$ cat src/design/cialu_pkg.sv
`timescale 1ns / 1ps

package cialu_pkg;

    localparam int DATA_WIDTH = 16;
    localparam int WIDE_WIDTH = 2 * DATA_WIDTH;
    localparam int OP_WIDTH   = 3;
    localparam int ST_WIDTH   = 2;

    localparam logic [OP_WIDTH-1:0] OP_ADD = OP_WIDTH'(0);
    localparam logic [OP_WIDTH-1:0] OP_SUB = OP_WIDTH'(1);
    localparam logic [OP_WIDTH-1:0] OP_NEG = OP_WIDTH'(2);
    localparam logic [OP_WIDTH-1:0] OP_MUL = OP_WIDTH'(3);
    localparam logic [OP_WIDTH-1:0] OP_DIV = OP_WIDTH'(4);
    localparam logic [OP_WIDTH-1:0] OP_REM = OP_WIDTH'(5);

    localparam logic [ST_WIDTH-1:0] ST_OK       = ST_WIDTH'(0);
    localparam logic [ST_WIDTH-1:0] ST_OVERFLOW = ST_WIDTH'(1);
    localparam logic [ST_WIDTH-1:0] ST_DIV_ZERO = ST_WIDTH'(2);

    typedef struct packed {
        logic [OP_WIDTH-1:0]          operation;
        logic signed [DATA_WIDTH-1:0] operand_a;
        logic signed [DATA_WIDTH-1:0] operand_b;
    } t_alu_req;

    typedef struct packed {
        logic signed [DATA_WIDTH-1:0] result;
        logic [ST_WIDTH-1:0]          status;
    } t_alu_rsp;

    // Per-beat control that rides along the divider stages.
    typedef struct packed {
        logic [OP_WIDTH-1:0]          op;
        logic                         neg_q;
        logic                         neg_r;
        logic                         div_zero;
        logic signed [WIDE_WIDTH-1:0] wide;
    } t_ctl;

    // Restoring divider working set.
    typedef struct packed {
        logic [DATA_WIDTH-1:0] rem;
        logic [DATA_WIDTH-1:0] dq;
        logic [DATA_WIDTH-1:0] dvs;
    } t_div;

endpackage

$ cat src/design/checked_int16_alu_unit.sv
// Checked signed integer ALU. Each input beat carries an operation (add, subtract, negate a,
// multiply, divide, remainder) and two signed DATA_WIDTH-bit operands; each beat yields exactly
// one output beat with the exact answer and a status: ok, overflow when the true answer does not
// fit in signed DATA_WIDTH bits, or divide by zero. Division truncates toward zero and the
// remainder takes the sign of the dividend; any non-ok status forces the result to 0, and the
// unused operation codes return 0 with status ok. The block accepts one beat every cycle while
// not stalled and returns beats in order; the divider is a restoring divider that resolves one
// quotient bit per pipeline stage, and every operation travels through the same stages so order
// is kept. A stall on the output freezes the whole pipeline in place; the input stall is raised
// only while a finished beat is held there.
`timescale 1ns / 1ps

module checked_int16_alu_unit import cialu_pkg::*; (
    input  logic     i_clk,
    input  logic     i_rst_n,
    input  logic     i_in_valid,
    output logic     o_in_stall,
    input  t_alu_req i_in_beat,
    output logic     o_out_valid,
    input  logic     i_out_stall,
    output t_alu_rsp o_out_beat
);

    // Pipeline advance: the output register is empty or being drained.
    logic adv;

    // Stage 1: captured input beat.
    logic     r_s1_vld;
    t_alu_req r_s1_beat;

    // Prep stage results (abs values, add/sub/neg/mul answers).
    t_ctl n_ctl0;
    t_div n_div0;
    logic signed [DATA_WIDTH-1:0] a;
    logic signed [DATA_WIDTH-1:0] b;
    logic signed [WIDE_WIDTH-1:0] a_w;
    logic signed [WIDE_WIDTH-1:0] b_w;
    logic signed [WIDE_WIDTH-1:0] prod;

    // Divider stages: index 0 holds the prepared beat, index DATA_WIDTH the finished quotient.
    logic [DATA_WIDTH:0] r_vl;
    t_ctl                r_ct [0:DATA_WIDTH];
    t_div                r_dv [0:DATA_WIDTH];
    t_div                n_dv [1:DATA_WIDTH];

    // Final fix-up and range check.
    logic [WIDE_WIDTH-1:0]        q_w;
    logic [WIDE_WIDTH-1:0]        rm_w;
    logic [WIDE_WIDTH-1:0]        quot;
    logic [WIDE_WIDTH-1:0]        remd;
    logic [WIDE_WIDTH-1:0]        fin_wide;
    logic [DATA_WIDTH:0]          hi_bits;
    logic                         fits;
    logic [ST_WIDTH-1:0]          fin_st;
    t_alu_rsp                     n_out_beat;

    // Output register.
    logic     r_out_vld;
    t_alu_rsp r_out_beat;

    assign adv        = !r_out_vld || !i_out_stall;
    assign o_in_stall = !adv;

    // ---------------------------------------------------------------------------------------
    // Stage 1: register the incoming beat.
    // ---------------------------------------------------------------------------------------
    always_ff @(posedge i_clk) begin
        if (!i_rst_n) begin
            r_s1_vld <= 1'b0;
        end else if (adv) begin
            r_s1_vld <= i_in_valid;
        end
    end

    always_ff @(posedge i_clk) begin
        if (adv) begin
            r_s1_beat <= i_in_beat;
        end
    end

    // ---------------------------------------------------------------------------------------
    // Prep: exact add/sub/neg/mul at double width, magnitudes and signs for the divider.
    // ---------------------------------------------------------------------------------------
    assign a    = r_s1_beat.operand_a;
    assign b    = r_s1_beat.operand_b;
    assign a_w  = {{DATA_WIDTH{a[DATA_WIDTH-1]}}, a};
    assign b_w  = {{DATA_WIDTH{b[DATA_WIDTH-1]}}, b};
    assign prod = a * b;

    always_comb begin
        n_ctl0.op       = r_s1_beat.operation;
        n_ctl0.neg_q    = a[DATA_WIDTH-1] ^ b[DATA_WIDTH-1];
        n_ctl0.neg_r    = a[DATA_WIDTH-1];
        n_ctl0.div_zero = (b == '0);
        unique case (r_s1_beat.operation)
            OP_ADD:  n_ctl0.wide = a_w + b_w;
            OP_SUB:  n_ctl0.wide = a_w - b_w;
            OP_NEG:  n_ctl0.wide = -a_w;
            OP_MUL:  n_ctl0.wide = prod;
            default: n_ctl0.wide = '0;
        endcase

        // Magnitudes fit in DATA_WIDTH unsigned bits, the most negative value included.
        n_div0.rem = '0;
        n_div0.dq  = a[DATA_WIDTH-1] ? DATA_WIDTH'(~a + 1'b1) : DATA_WIDTH'(a);
        n_div0.dvs = b[DATA_WIDTH-1] ? DATA_WIDTH'(~b + 1'b1) : DATA_WIDTH'(b);
    end

    // ---------------------------------------------------------------------------------------
    // Divider: one restoring step per stage. The dividend shifts out of dq from the top while
    // quotient bits shift in at the bottom. The partial remainder stays below the divisor, so
    // the shifted value always fits in DATA_WIDTH bits.
    // ---------------------------------------------------------------------------------------
    for (genvar k = 0; k < DATA_WIDTH; k++) begin : g_div
        logic [DATA_WIDTH-1:0] trial;
        logic                  take;

        assign trial = {r_dv[k].rem[DATA_WIDTH-2:0], r_dv[k].dq[DATA_WIDTH-1]};
        assign take  = (trial >= r_dv[k].dvs);

        always_comb begin
            n_dv[k+1].rem = take ? (trial - r_dv[k].dvs) : trial;
            n_dv[k+1].dq  = {r_dv[k].dq[DATA_WIDTH-2:0], take};
            n_dv[k+1].dvs = r_dv[k].dvs;
        end
    end

    always_ff @(posedge i_clk) begin
        if (!i_rst_n) begin
            r_vl <= '0;
        end else if (adv) begin
            r_vl <= {r_vl[DATA_WIDTH-1:0], r_s1_vld};
        end
    end

    always_ff @(posedge i_clk) begin
        if (adv) begin
            r_ct[0] <= n_ctl0;
            r_dv[0] <= n_div0;
            for (int k = 0; k < DATA_WIDTH; k++) begin
                r_ct[k+1] <= r_ct[k];
                r_dv[k+1] <= n_dv[k+1];
            end
        end
    end

    // ---------------------------------------------------------------------------------------
    // Final: apply signs to quotient and remainder, pick the answer, check its range.
    // ---------------------------------------------------------------------------------------
    assign q_w  = {{DATA_WIDTH{1'b0}}, r_dv[DATA_WIDTH].dq};
    assign rm_w = {{DATA_WIDTH{1'b0}}, r_dv[DATA_WIDTH].rem};
    assign quot = r_ct[DATA_WIDTH].neg_q ? (~q_w + 1'b1) : q_w;
    assign remd = r_ct[DATA_WIDTH].neg_r ? (~rm_w + 1'b1) : rm_w;

    always_comb begin
        unique case (r_ct[DATA_WIDTH].op)
            OP_DIV:  fin_wide = quot;
            OP_REM:  fin_wide = remd;
            default: fin_wide = r_ct[DATA_WIDTH].wide;
        endcase
    end

    // The answer fits when every bit from the sign bit of the narrow field upward agrees.
    assign hi_bits = fin_wide[WIDE_WIDTH-1:DATA_WIDTH-1];
    assign fits    = (&hi_bits) | ~(|hi_bits);

    always_comb begin
        priority if ((r_ct[DATA_WIDTH].op == OP_DIV || r_ct[DATA_WIDTH].op == OP_REM)
                     && r_ct[DATA_WIDTH].div_zero) begin
            fin_st = ST_DIV_ZERO;
        end else if (!fits) begin
            fin_st = ST_OVERFLOW;
        end else begin
            fin_st = ST_OK;
        end
        n_out_beat.status = fin_st;
        n_out_beat.result = (fin_st == ST_OK) ? fin_wide[DATA_WIDTH-1:0] : '0;
    end

    // Output register: hold the beat while the receiver stalls.
    always_ff @(posedge i_clk) begin
        if (!i_rst_n) begin
            r_out_vld <= 1'b0;
        end else if (adv) begin
            r_out_vld <= r_vl[DATA_WIDTH];
        end
    end

    always_ff @(posedge i_clk) begin
        if (adv) begin
            r_out_beat <= n_out_beat;
        end
    end

    assign o_out_valid = r_out_vld;
    assign o_out_beat  = r_out_beat;

    // ---------------------------------------------------------------------------------------
    // Checks
    // ---------------------------------------------------------------------------------------
    a_err_zero_result: assert property (@(posedge i_clk) disable iff (!i_rst_n)
        (o_out_valid && o_out_beat.status != ST_OK) |-> (o_out_beat.result == '0))
        else $error("non-ok status with nonzero result");

    a_status_code: assert property (@(posedge i_clk) disable iff (!i_rst_n)
        o_out_valid |-> (o_out_beat.status == ST_OK || o_out_beat.status == ST_OVERFLOW
                         || o_out_beat.status == ST_DIV_ZERO))
        else $error("undefined status code");

    a_accept_enters: assert property (@(posedge i_clk) disable iff (!i_rst_n)
        (i_in_valid && !o_in_stall) |=> r_s1_vld)
        else $error("accepted beat did not enter the pipeline");

    a_stall_freezes: assert property (@(posedge i_clk) disable iff (!i_rst_n)
        o_in_stall |=> $stable(r_vl))
        else $error("pipeline moved while stalled");

endmodule

$ cat config.mk
export PLATFORM = sky130hd
export DESIGN_NAME = checked_int16_alu_unit
export DESIGN_NICKNAME = d
export VERILOG_FILES = /design/src/design/cialu_pkg.sv /design/src/design/checked_int16_alu_unit.sv
export SDC_FILE = /design/constraint.sdc
export NUM_CORES = 2
export LEC_CHECK = 0
export BUFFER_PORTS_ARGS = -buffer_cell sky130_fd_sc_hd__buf_2
export CAP_MARGIN = 20
export CELL_PAD_IN_SITES_DETAIL_PLACEMENT = 0
export CELL_PAD_IN_SITES_GLOBAL_PLACEMENT = 1
export CORE_MARGIN = 3
export CORE_UTILIZATION = 47
export DETAILED_ROUTE_END_ITERATION = 7
export HOLD_SLACK_MARGIN = 0.06
export PLACE_DENSITY = 0.83
export SLEW_MARGIN = 20
export SYNTH_ARGS = -nofsm -noshare
export SYNTH_HDL_FRONTEND = slang
export SYNTH_SLANG_ARGS = --single-unit
$ cat constraint.sdc
create_clock -name i_clk -period 45.5 [get_ports i_clk]
set_input_delay 6.825 -clock i_clk [delete_from_list [all_inputs] [get_ports i_clk]]
set_output_delay 6.825 -clock i_clk [all_outputs]
set_load 0.1 [all_outputs]
### Yosys cells after proc, flatten, opt, wreduce, memory -nomap -nowiden

Memory sizes are Yosys's and may differ from the RTL's.
Cells that the tools add are included.

| storage, ports and cells | value |
|---|---|
| register bits | 72 |
| bits in writable memories | 1462 |
| input port bits | 39 |
| word-level logic and storage cells | 99 |
| memories | 2 |

Memory list:

| name | depth | bits a word | rd ports | clocked after Yosys merged registers in | wr ports | line | source |
|---|---|---|---|---|---|---|---|
| r_dv | 17 | 48 | 17 | 0 | 17 | checked_int16_alu_unit.sv:43 | `t_div r_dv [0:DATA_WIDTH];` |
| r_ct | 17 | 38 | 17 | 0 | 17 | checked_int16_alu_unit.sv:42 | `t_ctl r_ct [0:DATA_WIDTH];` |

| cells by class | value |
|---|---|
| $add $sub $neg | 23 |
| multipliers | 1 |
| order comparisons | 16 |
| eq/ne operators | 5 |
| multiplexer cells | 26 |
| bitwise logic cells | 7 |
| reductions and logical operators | 11 |

Operator list:

| kind | count |
|---|---|
| $mux 16 | 18 |
| $ge 16x16->1 | 16 |
| $sub 16x16->16 | 16 |
| $pmux 32 s4 | 1 |
| $add 32x1->32 const B | 2 |
| $mux 32 | 2 |
| $not 16->32 | 2 |
| $pmux 32 s2 | 1 |
| $add 16x1->16 const B | 2 |
| $mul 16x16->32 | 1 |
| $neg 16->32 | 1 |
| $not 16->16 | 2 |
| $add 16x16->17 | 1 |
| $reduce_and 17->1 | 1 |
| $reduce_or 17->1 | 1 |
| $sub 16x16->17 | 1 |
| $logic_not 16->1 | 1 |
| $eq 3x2->1 const B | 2 |
| $eq 3x3->1 const B | 2 |
| $eq 3x1->1 const B | 1 |
| $logic_not 1->1 | 3 |
| $logic_not 3->1 | 1 |
| $mux 1 | 3 |
| $logic_not 2->1 | 1 |
| 6 further kinds | 7 |

### Depth between registers and ports, before layout

An unclocked memory read counts as a cell.

| logic depth | value |
|---|---|
| word-level depth | 11 |
| mapped depth | 23 |
| gate-level depth less buffers | 22 |

### Least setup slack after synthesis

OpenSTA, ideal clock, no wires.

| timing path | value |
|---|---|
| kind | input to register |
| start | input i_out_stall |
| end | register r_s1_beat (netlist bit a[0]) (enable) |
| library setup time | 2.407 ns |
| arrival time | 46.763 ns |
| required time | 43.093 ns |
| setup slack | -3.670 ns |
| stages | 3 |
| path buffers | 2 |
| path through | nand2_1 > clkbuf_1 > clkbuf_1 |

| on the way | value |
|---|---|
| longest elaborated chain between the ends | 2 |

RTL lines:

| what | line | source |
|---|---|---|
| start, declared | checked_int16_alu_unit.sv:20 | `input logic i_out_stall,` |
| $logic_not 1->1 | checked_int16_alu_unit.sv:61 | `assign adv = !r_out_vld \|\| !i_out_stall;` |
| $logic_or 1x1->1 | checked_int16_alu_unit.sv:61 |  |
| end signal, assigned | checked_int16_alu_unit.sv:77 | `r_s1_beat <= i_in_beat;` |
| end, declared | checked_int16_alu_unit.sv:29 | `t_alu_req r_s1_beat;` |

Every way passes these cells.
A chain may end at the register's enable or synchronous reset.

### Worst setup path after layout

| timing path | value |
|---|---|
| start | input i_out_stall |
| end | output o_in_stall |

| on the way | value |
|---|---|
| longest elaborated chain between the ends | 3 |

RTL lines:

| what | line | source |
|---|---|---|
| $logic_not 1->1 | checked_int16_alu_unit.sv:61 |  |
| $logic_or 1x1->1 | checked_int16_alu_unit.sv:61 |  |
| $logic_not 1->1 | checked_int16_alu_unit.sv:62 | `assign o_in_stall = !adv;` |
| end, declared | checked_int16_alu_unit.sv:17 | `output logic o_in_stall,` |

Every way passes these cells.

==> run metrics <==
Slowest cell on crit path=inv_1; Tmin final=15470 ps; post-synth top area cell=edfxtp_1; Crit Path Max Fanout=78; grt ovf=0; status=complete, no violations; routability cong.=0.875; clock transition at the registers of the reported paths=60 ps; worst hold path cell count=0; Psw=1.82 mW; peak supply drop=0.0931 mV; First-pass DRT Iterations=8; die extent in y=397 um; asr flop ratio synth=0%; RSZ-0062 raised after global routing=false; post-DR wirelength/cell=18.4 um; Post-CTS Setup Inserts=0; clk root buf=clkbuf_16; Resize count post-CTS=0; final-stage net count=6068; Clock Latency Late Sink=770 ps; total CTS buffers=144; top sig layer=met4; Overall Power=5.17 mW; Peak Freq=64.7 MHz; Slew HR=26.2%; # clock sinks=1487; leakage power=33.0 nW; Initial Util=47.6%; CORE AREA=151000 um2; area delta synth->final=10.2%; top cells by area, synth=edfxtp_1 (61%), fa_1 (7.8%), ha_1 (6.3%); Mapped Cells=5253; Antenna Nets Post-Route=0; critical-path cell list=buf_2 -> nand2_4 -> inv_1 -> buf_2; flops & latches, synth=1487; Total GRT Usage=17.7%; vias in the first global route=40800; first-iteration detailed-routing DRC count=2921; die area=158000 um2; Row Count=142; Inserted Diodes=0; Clock Power Share=22.2%; Worst Tran Pin Value=1110 ps; Setup Skew=57.2 ps; antenna violations before repair=1; hpwl dp=91600 um; setup slack, reg-to-reg=38030 ps; Internal=3.35 mW; vias per cell=5.32; Post-synth EDFFs=1468; largest net degree at the start of global routing=223; Hold Fails Final Rpt=0; Synth Cell Area=71800 um2; Worst R2R Path Depth=21; max incr delay on CP=700 ps; ys flop type=edfxtp_1; Synth cell types=81; Fill cells=12200; most frequent CP cell=buf_2; htree depth=4; met1 wire length=58800 um; hold crit path type=flip-flop to flip-flop; first-pass GRT wire length=221000 um; FF-to-FF End=r_ct[0][30]; Seq/Total Area, Yosys=61.9%; via count=39900; worst slack, placed=29970 ps; Critical Path RT=38670 ps; hold_buf cts=0; WL met3=6280 um; IO Pins=59; WS Path Type=primary input to primary output; count leader, synth=edfxtp_1; final WL=138000 um; setup TNS=0 ps; CP Capture Type=primary output; switch share=35.3%; Final Max Slew Viols=0; Met2 Wirelength=69800 um; Synth top area share=61.4%; DRC viols=0; layout cell share with drive strength beyond 1=8.19%; Placement Cell Area=74600 um2; Comb pwr share=39.3%; syn avg cell area=13.7 um2; Final Setup Violations=0; sequential share of power=38.5%; syn nets=5935; Final WS setup=30030 ps; fin crit share=34.0%; CTS tree=done; Yosys warnings=0; clock buffer depth=3; hold_sp=r_ct[0][59]; final instance area=79200 um2; Hold Crit Endpoint=r_ct[0][97]; # Max-Cap Violations=0; PortBufs=58; most common library cells after synthesis=edfxtp_1 (1468), inv_1 (652), ha_1 (364), nor2_1 (349), a21oi_1 (291); FF-to-FF Start=a[6]; die width=397 um; pwr dens=65.3 nW/um2; Setup crit start kind=primary input; Data arrival, critical path=8640 ps
power groups by stage:
stage	Combinational (mW)	Sequential (mW)	Clock, mW
after detailed placement	1.99	2.01	0
after global routing	2.27	2.02	1.23
after global placement	1.96	1.99	0
after CTS	2.02	2.00	1.18
after floorplan	1.52	1.96	0
final	2.03	1.99	1.15
kinds of logic (layout without fill, tap and decap cells):
family,count (synthesis),in the layout,share of synthesized area [%]
flops,1487,1487,61.9
simple gates,1101,1101,7.26
compound gates,878,878,7.70
buf+inv,771,1012,4.06
fa+ha+maj,643,643,14.1
xor+xnor,244,244,2.97
mux,129,129,2.00
sequential cells by signal, indices dropped and copies added, names as in the netlist:
name	cells
o_out_beat	18
a	16
b	16
n_ctl0	3
o_out_valid	1
r_vl	17
r_s1_vld	1
r_dv	769
r_ct	646
metrics by stage:
stage / utilization [%] / hold WS (ps) / cells
2_1_floorplan: - / 400 / 5253
3_3_place_gp: 49.5 / 400 / 7254
3_5_place_dp: 49.5 / 405 / 7254
4_1_cts: 52.5 / 352 / 7508
5_1_grt: 52.5 / 360 / 7510
6_report: 52.5 / 364 / 7510
cells in the final DEF, fill, tap and decap left out, types with 47 or more instances in the layout:
master,netlist,layout
clkbuf_16,0,145
nand3_1,55,55
nor3_1,76,76
mux2_2,105,105
a21oi_1,291,291
o21a_1,55,55
nand2_1,287,286
a21o_1,47,47
nor2_1,349,349
xnor2_1,158,158
buf_2,3,58
ha_1,364,364
fa_1,279,279
and2_1,99,99
edfxtp_1,1468,1468
xor2_1,86,86
o21ai_0,192,192
inv_1,652,652
critical path, delay by kind of cell:
| family | cells | cell delay [ps] |
|---|---|---|
| buffers and inverters | 3 | 1340 |
| and+or+nand+nor | 1 | 440 |
worst max path at each step:
stage | start | endpoint | slack (ps) | cells past startpoint
finish | i_out_stall | o_in_stall | 30030 | 4
global route | i_out_stall | o_in_stall | 29830 | 4
CTS | i_out_stall | o_in_stall | 29970 | 4
detailed placement | i_out_stall | o_in_stall | 29970 | 4
global placement | i_out_stall | o_in_stall | 29990 | 4
floorplan | i_out_stall | a[0] | 18920 | 3
metal layers:
layer  vias to the layer above  track usage, %
li1                      19000               -
met2                      1013            30.8
met1                     19700            22.7
met3                       241            2.59
met5                         -               0
met4                         0            5.62
area by class of cell:
class                   count  area (um2)  area share [%]
clock buffers             174        3740            4.72
flip-flops and latches   1487       44500            56.1
clock inverters            80         811            1.02
inverters                 652        2450            3.09
well taps                2016        2520            3.18
repair buffers            106         723           0.913
multi-input cells        2995       24500            30.9
Power figures use the tool's default switching activity.
